===== config.mk =====
export PLATFORM = sky130hd
export DESIGN_NAME = rectangle_region_lock_table
export DESIGN_NICKNAME = d
export VERILOG_FILES = /design/src/rrlt_pkg.sv /design/src/rrlt_ram.sv /design/src/rrlt_fifo.sv /design/src/rrlt_front.sv /design/src/rrlt_back.sv /design/src/rectangle_region_lock_table.sv
export VERILOG_INCLUDE_DIRS = /design/src /design/src/src
export SDC_FILE = /design/constraint.sdc
export NUM_CORES = 2
export LEC_CHECK = 0
export BUFFER_PORTS_ARGS = -buffer_cell sky130_fd_sc_hd__buf_4
export CAP_MARGIN = 20
export CORE_ASPECT_RATIO = 0.6
export CORE_MARGIN = 10
export CORE_UTILIZATION = 65
export CTS_CLUSTER_SIZE = 16
export DETAILED_ROUTE_END_ITERATION = 6
export GPL_TIMING_DRIVEN = 0
export PLACE_DENSITY = 0.8
export SLEW_MARGIN = 20
export SYNTH_ARGS = -nofsm -noshare
export SYNTH_HDL_FRONTEND = slang
export SYNTH_SLANG_ARGS = --single-unit

===== constraint.sdc =====
create_clock -name clk -period 18.4 [get_ports clk]
set_clock_uncertainty 0.2 [all_clocks]
set_input_delay 3.68 -clock clk [delete_from_list [all_inputs] [get_ports clk]]
set_output_delay 3.68 -clock clk [all_outputs]
set_load 0.005 [all_outputs]

===== src/assert_macros.svh =====
// ----------------------------------------------------------------------------
// assert_macros.svh
// assertion helpers shared by the lock table rtl
// ----------------------------------------------------------------------------
`ifndef ASSERT_MACROS_SVH
`define ASSERT_MACROS_SVH

// same-cycle implication
`define ASSERT_IMPL(label, clk, rst, ante, cons, msg) \
  label: assert property (@(posedge clk) disable iff (rst) (ante) |-> (cons)) \
    else $error(msg);

// next-cycle implication
`define ASSERT_NEXT(label, clk, rst, ante, cons, msg) \
  label: assert property (@(posedge clk) disable iff (rst) (ante) |=> (cons)) \
    else $error(msg);

`endif


===== src/rrlt_pkg.sv =====
// ----------------------------------------------------------------------------
// rrlt_pkg
// types and constants of the rectangle region lock table
// ----------------------------------------------------------------------------
package rrlt_pkg;

  localparam int OWNER_W  = 8;
  localparam int ID_W     = 16;
  localparam int COORD_W  = 16;
  localparam int EDGE_W   = COORD_W + 1;
  localparam int STATUS_W = 2;

  localparam int QUEUE_DEPTH = 2;

  localparam logic OP_LOCK   = 1'b0;
  localparam logic OP_UNLOCK = 1'b1;

  localparam logic [STATUS_W-1:0] ST_OK       = 2'd0;
  localparam logic [STATUS_W-1:0] ST_CONFLICT = 2'd1;
  localparam logic [STATUS_W-1:0] ST_FULL     = 2'd2;
  localparam logic [STATUS_W-1:0] ST_MISSING  = 2'd3;

  localparam logic [ID_W-1:0] FIRST_ID = ID_W'(1);
  localparam logic [ID_W-1:0] LAST_ID  = '1;

  typedef struct packed {
    logic               op;
    logic [OWNER_W-1:0] owner;
    logic               write_mode;
    logic [COORD_W-1:0] rect_x;
    logic [COORD_W-1:0] rect_y;
    logic [COORD_W-1:0] rect_w;
    logic [COORD_W-1:0] rect_h;
    logic [ID_W-1:0]    unlock_id;
  } req_t;

  typedef struct packed {
    logic [STATUS_W-1:0] status;
    logic [ID_W-1:0]     granted_id;
  } rsp_t;

  typedef enum logic {
    CMD_LOCK,
    CMD_UNLOCK
  } cmd_kind_t;

  // classified request, box edges already summed
  typedef struct packed {
    cmd_kind_t          kind;
    logic [OWNER_W-1:0] owner;
    logic               wr;
    logic [COORD_W-1:0] x;
    logic [EDGE_W-1:0]  x_end;
    logic [COORD_W-1:0] y;
    logic [EDGE_W-1:0]  y_end;
    logic [ID_W-1:0]    id;
  } cmd_t;

  typedef struct packed {
    logic               valid;
    logic [OWNER_W-1:0] owner;
    logic [ID_W-1:0]    id;
    logic               wr;
    logic [COORD_W-1:0] x;
    logic [EDGE_W-1:0]  x_end;
    logic [COORD_W-1:0] y;
    logic [EDGE_W-1:0]  y_end;
  } entry_t;

  typedef enum logic [2:0] {
    B_CLEAR,
    B_IDLE,
    B_SCAN,
    B_TAIL,
    B_COMMIT
  } back_state_t;

endpackage


===== src/rrlt_ram.sv =====
// ----------------------------------------------------------------------------
// rrlt_ram
// generic single write port ram with registered read
// ----------------------------------------------------------------------------
module rrlt_ram #(
  parameter int WIDTH = 8,
  parameter int DEPTH = 32
) (
  input  logic                     clk,
  input  logic                     we,
  input  logic [$clog2(DEPTH)-1:0] waddr,
  input  logic [WIDTH-1:0]         wdata,
  input  logic                     re,
  input  logic [$clog2(DEPTH)-1:0] raddr,
  output logic [WIDTH-1:0]         rdata
);

  logic [WIDTH-1:0] mem [DEPTH];

  always_ff @(posedge clk) begin
    if (we) begin
      mem[waddr] <= wdata;
    end
    if (re) begin
      rdata <= mem[raddr];
    end
  end

endmodule


===== src/rrlt_fifo.sv =====
// ----------------------------------------------------------------------------
// rrlt_fifo
// small register queue between the parts of the lock table
// ----------------------------------------------------------------------------
`include "assert_macros.svh"

module rrlt_fifo #(
  parameter int WIDTH = 8,
  parameter int DEPTH = 2
) (
  input  logic             clk,
  input  logic             rst,
  input  logic             wr_en,
  input  logic [WIDTH-1:0] wr_data,
  output logic             full,
  input  logic             rd_en,
  output logic [WIDTH-1:0] rd_data,
  output logic             empty
);

  localparam int PW = (DEPTH > 1) ? $clog2(DEPTH) : 1;
  localparam int CW = $clog2(DEPTH + 1);
  localparam logic [PW-1:0] LAST_PTR = PW'(DEPTH - 1);
  localparam logic [CW-1:0] FULL_CNT = CW'(DEPTH);

  logic [WIDTH-1:0] slots [DEPTH];
  logic [PW-1:0]    wr_ptr;
  logic [PW-1:0]    rd_ptr;
  logic [CW-1:0]    count;

  assign full    = (count == FULL_CNT);
  assign empty   = (count == '0);
  assign rd_data = slots[rd_ptr];

  always_ff @(posedge clk) begin
    if (wr_en) begin
      slots[wr_ptr] <= wr_data;
    end
  end

  always_ff @(posedge clk) begin
    if (rst) begin
      wr_ptr <= '0;
      rd_ptr <= '0;
      count  <= '0;
    end else begin
      if (wr_en) begin
        wr_ptr <= (wr_ptr == LAST_PTR) ? '0 : wr_ptr + PW'(1);
      end
      if (rd_en) begin
        rd_ptr <= (rd_ptr == LAST_PTR) ? '0 : rd_ptr + PW'(1);
      end
      unique case ({wr_en, rd_en})
        2'b10:   count <= count + CW'(1);
        2'b01:   count <= count - CW'(1);
        default: count <= count;
      endcase
    end
  end

  `ASSERT_IMPL(a_no_overflow, clk, rst, wr_en, !full || rd_en, "item written to a full queue")
  `ASSERT_IMPL(a_no_underflow, clk, rst, rd_en, !empty, "item read from an empty queue")

endmodule


===== src/rrlt_front.sv =====
// ----------------------------------------------------------------------------
// rrlt_front
// takes requests, classifies them and sums the box edges
// ----------------------------------------------------------------------------
module rrlt_front import rrlt_pkg::*; (
  input  logic clk,
  input  logic rst,
  input  logic push,
  output logic full,
  input  req_t req,
  input  logic hold,
  input  logic q_full,
  output logic q_push,
  output cmd_t q_data
);

  logic stage_valid;
  logic stage_valid_next;
  cmd_t stage;
  cmd_t cmd_next;
  logic accept;

  assign full   = hold || (stage_valid && q_full);
  assign accept = push && !full;
  assign q_push = stage_valid && !q_full;
  assign q_data = stage;

  always_comb begin
    cmd_next.kind  = (req.op == OP_UNLOCK) ? CMD_UNLOCK : CMD_LOCK;
    cmd_next.owner = req.owner;
    cmd_next.wr    = req.write_mode;
    cmd_next.x     = req.rect_x;
    cmd_next.x_end = {1'b0, req.rect_x} + {1'b0, req.rect_w};
    cmd_next.y     = req.rect_y;
    cmd_next.y_end = {1'b0, req.rect_y} + {1'b0, req.rect_h};
    cmd_next.id    = req.unlock_id;
    stage_valid_next = accept || (stage_valid && q_full);
  end

  always_ff @(posedge clk) begin
    if (rst) begin
      stage_valid <= 1'b0;
    end else begin
      stage_valid <= stage_valid_next;
    end
  end

  always_ff @(posedge clk) begin
    if (accept) begin
      stage <= cmd_next;
    end
  end

endmodule


===== src/rrlt_back.sv =====
// ----------------------------------------------------------------------------
// rrlt_back
// sweeps the entry table for each request and writes back the outcome
// ----------------------------------------------------------------------------
`include "assert_macros.svh"

module rrlt_back import rrlt_pkg::*; #(
  parameter int ENTRIES = 32
) (
  input  logic clk,
  input  logic rst,
  input  logic cmd_valid,
  input  cmd_t cmd_in,
  output logic cmd_pop,
  output logic res_push,
  output rsp_t res_data,
  input  logic res_full,
  output logic clearing
);

  localparam int IDXW = $clog2(ENTRIES);
  localparam int EW   = $bits(entry_t);
  localparam logic [IDXW-1:0] LAST_IDX = IDXW'(ENTRIES - 1);

  back_state_t       state;
  back_state_t       state_next;
  logic [IDXW-1:0]   idx;
  logic [IDXW-1:0]   idx_next;
  cmd_t              cmd;
  logic              chk_valid;
  logic [IDXW-1:0]   chk_idx;
  logic              conflict;
  logic              found;
  logic [IDXW-1:0]   slot;
  logic [ID_W-1:0]   next_id;

  logic              ram_we;
  logic [IDXW-1:0]   ram_waddr;
  logic [EW-1:0]     ram_wdata;
  logic              ram_re;
  logic [EW-1:0]     ram_rdata;
  entry_t            rd_entry;
  entry_t            new_entry;

  logic              is_lock;
  logic              grant;
  logic              commit_write;
  logic              meet;
  logic              lock_hit;
  logic              unlock_hit;

  rrlt_ram #(
    .WIDTH (EW),
    .DEPTH (ENTRIES)
  ) u_table (
    .clk   (clk),
    .we    (ram_we),
    .waddr (ram_waddr),
    .wdata (ram_wdata),
    .re    (ram_re),
    .raddr (idx),
    .rdata (ram_rdata)
  );

  assign rd_entry = entry_t'(ram_rdata);
  assign clearing = (state == B_CLEAR);

  // overlap of closed boxes and hit tests on the entry just read
  always_comb begin
    meet = ({1'b0, rd_entry.x} <= cmd.x_end) && ({1'b0, cmd.x} <= rd_entry.x_end) &&
           ({1'b0, rd_entry.y} <= cmd.y_end) && ({1'b0, cmd.y} <= rd_entry.y_end);
    lock_hit   = rd_entry.valid && (cmd.wr || rd_entry.wr) && meet;
    unlock_hit = rd_entry.valid && (rd_entry.owner == cmd.owner) && (rd_entry.id == cmd.id);
  end

  // outcome of the finished sweep
  always_comb begin
    is_lock      = (cmd.kind == CMD_LOCK);
    grant        = is_lock && !conflict && found;
    commit_write = found && !(is_lock && conflict);
    if (is_lock) begin
      if (conflict) begin
        res_data.status = ST_CONFLICT;
      end else if (found) begin
        res_data.status = ST_OK;
      end else begin
        res_data.status = ST_FULL;
      end
    end else begin
      res_data.status = found ? ST_OK : ST_MISSING;
    end
    res_data.granted_id = grant ? next_id : '0;
    new_entry.valid = is_lock;
    new_entry.owner = cmd.owner;
    new_entry.id    = next_id;
    new_entry.wr    = cmd.wr;
    new_entry.x     = cmd.x;
    new_entry.x_end = cmd.x_end;
    new_entry.y     = cmd.y;
    new_entry.y_end = cmd.y_end;
  end

  always_comb begin
    state_next = state;
    idx_next   = idx;
    cmd_pop    = 1'b0;
    ram_re     = 1'b0;
    ram_we     = 1'b0;
    ram_waddr  = idx;
    ram_wdata  = '0;
    res_push   = 1'b0;
    unique case (state)
      B_CLEAR: begin
        ram_we = 1'b1;
        if (idx == LAST_IDX) begin
          idx_next   = '0;
          state_next = B_IDLE;
        end else begin
          idx_next = idx + IDXW'(1);
        end
      end
      B_IDLE: begin
        if (cmd_valid) begin
          cmd_pop    = 1'b1;
          idx_next   = '0;
          state_next = B_SCAN;
        end
      end
      B_SCAN: begin
        ram_re = 1'b1;
        if (idx == LAST_IDX) begin
          state_next = B_TAIL;
        end else begin
          idx_next = idx + IDXW'(1);
        end
      end
      B_TAIL: begin
        state_next = B_COMMIT;
      end
      B_COMMIT: begin
        if (!res_full) begin
          res_push   = 1'b1;
          ram_we     = commit_write;
          ram_waddr  = slot;
          ram_wdata  = new_entry;
          state_next = B_IDLE;
        end
      end
      default: begin
        state_next = B_CLEAR;
        idx_next   = '0;
      end
    endcase
  end

  always_ff @(posedge clk) begin
    if (rst) begin
      state     <= B_CLEAR;
      idx       <= '0;
      chk_valid <= 1'b0;
      conflict  <= 1'b0;
      found     <= 1'b0;
      slot      <= '0;
      next_id   <= FIRST_ID;
    end else begin
      state     <= state_next;
      idx       <= idx_next;
      chk_valid <= (state == B_SCAN);
      if (cmd_pop) begin
        conflict <= 1'b0;
        found    <= 1'b0;
        slot     <= '0;
      end else if (chk_valid) begin
        if (is_lock) begin
          if (lock_hit) begin
            conflict <= 1'b1;
          end
          if (!rd_entry.valid && !found) begin
            found <= 1'b1;
            slot  <= chk_idx;
          end
        end else if (unlock_hit && !found) begin
          found <= 1'b1;
          slot  <= chk_idx;
        end
      end
      if (res_push && grant) begin
        next_id <= (next_id == LAST_ID) ? FIRST_ID : next_id + ID_W'(1);
      end
    end
  end

  always_ff @(posedge clk) begin
    chk_idx <= idx;
    if (cmd_pop) begin
      cmd <= cmd_in;
    end
  end

  `ASSERT_IMPL(a_wr_phase, clk, rst, ram_we, (state == B_CLEAR) || (state == B_COMMIT), "table written outside clear or commit")
  `ASSERT_NEXT(a_sweep_end, clk, rst, (state == B_SCAN) && (idx == LAST_IDX), state == B_TAIL, "sweep did not end at last entry")
  `ASSERT_IMPL(a_id_nonzero, clk, rst, 1'b1, next_id != '0, "lock id counter reached zero")

endmodule


===== src/rectangle_region_lock_table.sv =====
// ----------------------------------------------------------------------------
// rectangle_region_lock_table
// reader/writer lock table over rectangles, queue interfaces on both sides
// ----------------------------------------------------------------------------
// Each request gives exactly one result. The table engine handles one item
// at a time: it takes the item from the request queue, sweeps the entry
// memory for conflicts, free slots or the matching lock, waits for the last
// read, and then posts the result, writing the entry back when the request
// succeeds, once the result queue has room. A register and a two-item
// queue in front and a two-item queue behind let requests and results move
// while the engine is busy. After reset the engine clears the entry memory,
// and full stays high until it is done.
module rectangle_region_lock_table import rrlt_pkg::*; #(
  parameter int ENTRIES = 32
) (
  input  logic clk,
  input  logic rst,
  input  logic push,
  output logic full,
  input  req_t req,
  output logic empty,
  input  logic pop,
  output rsp_t rsp
);

  localparam int CMD_W = $bits(cmd_t);
  localparam int RSP_W = $bits(rsp_t);

  logic             hold;
  logic             q_full;
  logic             q_push;
  cmd_t             q_data;
  logic             q_empty;
  logic [CMD_W-1:0] q_rdata;
  logic             cmd_pop;
  logic             res_push;
  rsp_t             res_data;
  logic             res_full;
  logic [RSP_W-1:0] rsp_rdata;

  rrlt_front u_front (
    .clk    (clk),
    .rst    (rst),
    .push   (push),
    .full   (full),
    .req    (req),
    .hold   (hold),
    .q_full (q_full),
    .q_push (q_push),
    .q_data (q_data)
  );

  rrlt_fifo #(
    .WIDTH (CMD_W),
    .DEPTH (QUEUE_DEPTH)
  ) u_cmd_q (
    .clk     (clk),
    .rst     (rst),
    .wr_en   (q_push),
    .wr_data (q_data),
    .full    (q_full),
    .rd_en   (cmd_pop),
    .rd_data (q_rdata),
    .empty   (q_empty)
  );

  rrlt_back #(
    .ENTRIES (ENTRIES)
  ) u_back (
    .clk       (clk),
    .rst       (rst),
    .cmd_valid (!q_empty),
    .cmd_in    (cmd_t'(q_rdata)),
    .cmd_pop   (cmd_pop),
    .res_push  (res_push),
    .res_data  (res_data),
    .res_full  (res_full),
    .clearing  (hold)
  );

  rrlt_fifo #(
    .WIDTH (RSP_W),
    .DEPTH (QUEUE_DEPTH)
  ) u_rsp_q (
    .clk     (clk),
    .rst     (rst),
    .wr_en   (res_push),
    .wr_data (res_data),
    .full    (res_full),
    .rd_en   (pop && !empty),
    .rd_data (rsp_rdata),
    .empty   (empty)
  );

  assign rsp = rsp_t'(rsp_rdata);

endmodule

==> Implementation_results.wiki <==
{| class="wikitable"
! Metric !! Value
|-
| Result of the run || finished with violations
|-
| Violations in the final reports || DRC
|-
| Vertical die dimension || ~370 um
|-
| Wire length of the first global-routing pass || ~580000 um
|-
| Resized Gates After CTS || 0
|-
| Reg2reg setup slack || approximately 13 ns
|-
| Avg WL per Cell || 45.67 um
|-
| Clock Power Share || 0.397
|-
| Peak supply drop || roughly 0.11 mV
|-
| Cts hold-fix bufs || 0
|-
| Portion of total power attributed to sequential cells || 0.544
|-
| DRC marker count from the first detailed-route iteration || 15790
|-
| Number of DRC violations after detailed routing || between 50 and 60
|-
| Critical Path AT || between 2 and 3 ns
|-
| Worst Setup Path Type || reg -> out
|-
| Area added between synthesis and finish || 14.89%
|-
| Flip-flop cell with the highest count after synthesis || edfxtp_1
|-
| Layout net count || 6500
|-
| Count of input and output buffers || roughly 110
|-
| Final Power || 16.05 mW
|-
| Max stage delay cell, worst path || buf_1
|-
| Data required time of the critical path || between 10 and 15 ns
|-
| Buffering stage count on the worst path with inverters included || 3
|-
| Residual overflow from global routing || 0
|-
| Finish-stage setup viols || 0
|-
| Clock tree from TritonCTS || yes
|-
| Power density relative to cell area || 104.7 nW/um2
|-
| Critical path, cell by cell || clkbuf_1, buf_1, mux2_2, buf_4
|-
| Gate family responsible for the most delay along the worst path || buffers and inverters
|-
| Largest incremental delay on the critical path || between 0.6 and 0.7 ns
|-
| Clock Root Buffer || clkbuf_16
|-
| Final period util || 0.3689
|-
| Post-Synthesis Cells || 5632
|-
| Aggregate negative setup slack || 0 ns
|-
| Kind of capture point of the worst setup path || output pin
|-
| Fraction of final layout cells with drive strength greater than 1 || 0.3299
|-
| Clock transition at the registers of the reported paths || 0.08 ns
|-
| Number of enable flip-flop cells after synthesis || between 3000 and 4000
|-
| Slew Viols, Final || 0
|-
| Synth Warn # || 0
|-
| Number of nets in the synthesized netlist || roughly 5800
|-
| Crit start category || flip-flop
|-
| Internal portion of total power || roughly 12 mW
|-
| Timing-limited maximum frequency || between 0.1 and 0.15 GHz
|-
| Worst rel slew slack || 0.1440
|-
| Die outline area || ~220000 um2
|-
| Total leakage power || about 43 nW
|-
| Fillers || roughly 9500
|-
| Max-cap violation count || 0
|-
| Proportion of register bits with asynchronous set or reset after synthesis || 0
|-
| Mean instance size in the synthesized netlist || roughly 24 um2
|-
| Maximum number of pins on one net before global-route repair || roughly 60
|-
| Later-pin clock latency in the skew report || just over 0.9 ns
|-
| Remaining number of nets flagged by the antenna check after routing || 0
|-
| Maximum fanout along the worst path || 10
|-
| Largest area contributor in the synthesized netlist || edfxtp_1
|-
| Maximum clock insertion buffer count || 4
|-
| Register area || 104200 um2
|-
| Routed via count divided by cell count || around 7.9
|-
| Num CTS Buffers || around 300
|-
| CTS sink count || approximately 3500
|-
| Die width || between 600 and 700 um
|-
| Most used cells in the layout excluding fill and tap cells || edfxtp_1, mux4_2, clkbuf_16, mux2_2, clkbuf_1
|-
| Row Count || between 100 and 150
|-
| Number of global-route vias before repair || 71930
|-
| Clock period minus worst slack || approximately 6.8 ns
|-
| Core region area || 203600 um2
|-
| Actual slew at the worst max-slew pin || ~1.3 ns
|-
| Number of antenna violations at the first check in global routing || 34
|-
| RSZ-0062 raised after global routing || false
|-
| Most frequent standard cell in the layout excluding fill and tap cells || edfxtp_1
|-
| Area of the multi-input gates || ~28000 um2
|-
| Synth Register Bits || about 3500
|-
| Largest cells by area after synthesis || edfxtp_1, mux4_2, mux2_2, ha_1, dfxtp_1
|-
| Count of H-tree levels built during CTS || 5
|-
| Final cell utilization of the core || 0.7531
|-
| Sequential-to-total area share from yosys stat || 0.7812
|-
| # Post-CTS Setup Buffers || 0
|-
| Top-area cell type share of the netlist area || 0.7741
|-
| Combinational cell fraction of total power || 0.058
|-
| I/O pin count || approximately 110
|-
| Switching fraction of total power || 0.2216
|-
| Netlist area before placement || 133400 um2
|-
| Initial core utilization || 0.6556
|-
| First drt pass iteration count || 7
|-
| Total routing resource utilization after global routing || 0.3767
|-
| DPL Wire Length || roughly 250000 um
|-
| Total number of vias || approximately 73000
|-
| Total wire length || ~420000 um
|-
| Final Hold Vio Count || 0
|-
| Min-Delay Path Class || reg -> reg
|-
| Number of distinct library cells after synthesis || 60
|-
| Final estimated routing congestion in global placement || ~0.85
|-
| Switching Power || around 3.6 mW
|}
[sequential cells by signal (all words and copies together) (netlist names), 2 cells and up, named ones only]
signal                count
u_back.u_table.mem     2944
u_cmd_q.slots           184
u_back.cmd               92
u_back.u_table.rdata     92
u_front.q_data           92
u_rsp_q.slots            36
u_back.next_id           16
u_back.chk_idx            5
u_back.idx                5
u_back.slot               5
u_back.state              3
u_cmd_q.count             2
u_rsp_q.count             2
[synthesized netlist by cell type, types with 7 or more instances]
| cell type | count |
|---|---|
| edfxtp_1 | 3440 |
| buf_2 | 71 |
| dfxtp_1 | 47 |
| mux4_2 | 920 |
| a21oi_1 | 47 |
| nor2_1 | 131 |
| mux2_2 | 202 |
| nor3_1 | 11 |
| ha_1 | 101 |
| xnor2_1 | 33 |
| nor4_1 | 7 |
| nand2_1 | 33 |
| mux2i_1 | 9 |
| nor2b_1 | 9 |
| nand3_1 | 18 |
| inv_1 | 88 |
| and3_1 | 11 |
| a21o_1 | 24 |
| nand2b_1 | 11 |
| buf_1 | 15 |
| xor2_1 | 39 |
| clkbuf_1 | 152 |
| o21a_1 | 11 |
| o21ai_0 | 22 |
| buf_6 | 8 |
| nand4_1 | 17 |
| and2_1 | 77 |
| a31oi_1 | 9 |
[per-layer routing]
layer / global-route usage / vias up / part of all wire
met1: 0.4981 / 36870 / 0.31
met4: 0.2063 / 26 / 0.073
met3: 0.1285 / 1926 / 0.17
met2: 0.5613 / 9015 / 0.45
li1: - / 25190 / -
met5: 0 / - / 0.00071
[layout make-up]
class	instances	area share
tap	2730	0.02228
multi-input combinational	1809	0.1841
sequential	3487	0.6799
antenna	15	0.0002448
buffer	248	0.007557
timing repair buffer	368	0.04295
clock inverter	152	0.008643
clock buffer	371	0.05209
inverter	88	0.002187
[logic make-up after synthesis]
family                     count (synthesis)  share of synthesized area
muxes                                   1131                     0.1730
adders and majority gates                103                   0.009770
AOI/OAI and AO/OA                        153                   0.007436
and+or+nand+nor                          350                    0.01329
xor gates and xnor gates                  72                   0.004726
buffers and inverters                    336                    0.01062
DFF                                     3487                     0.7812
[stage by stage]
step                      area [um2]  worst slack [ns]  hold WS (ns)  cells
final                         153300             11.61        0.2062   9268
after global routing          153300             11.58        0.2102   9256
after CTS                     153100             11.66        0.1991   9249
after detailed placement      143800             11.33        0.1751   8726
after global placement        137700             4.565        0.1593   8475
after floorplan               133400             12.16        0.1475   5632
[power groups by stage]
stage	logic [mW]	registers [mW]	clock network [mW]
2_1_floorplan	0.517	8.90	0
3_3_place_gp	0.795	8.92	0
3_5_place_dp	0.873	8.90	0
4_1_cts	0.910	8.73	6.34
5_1_grt	0.946	8.73	6.60
6_report	0.938	8.73	6.38
[path summary, 6_finish.rpt]
check	startpoint	endpoint	depth (start not counted)
worst min register to register	u_back.idx[1]	u_back.chk_idx[1]	0
worst max register to register	u_back.idx[1]	u_back.u_table.mem[31][43]	10
worst max-delay path	flip-flop	rsp[7]	4
worst min-delay path	u_back.idx[1]	u_back.chk_idx[1]	0
Note: power is estimated with default switching activity, not from simulation.
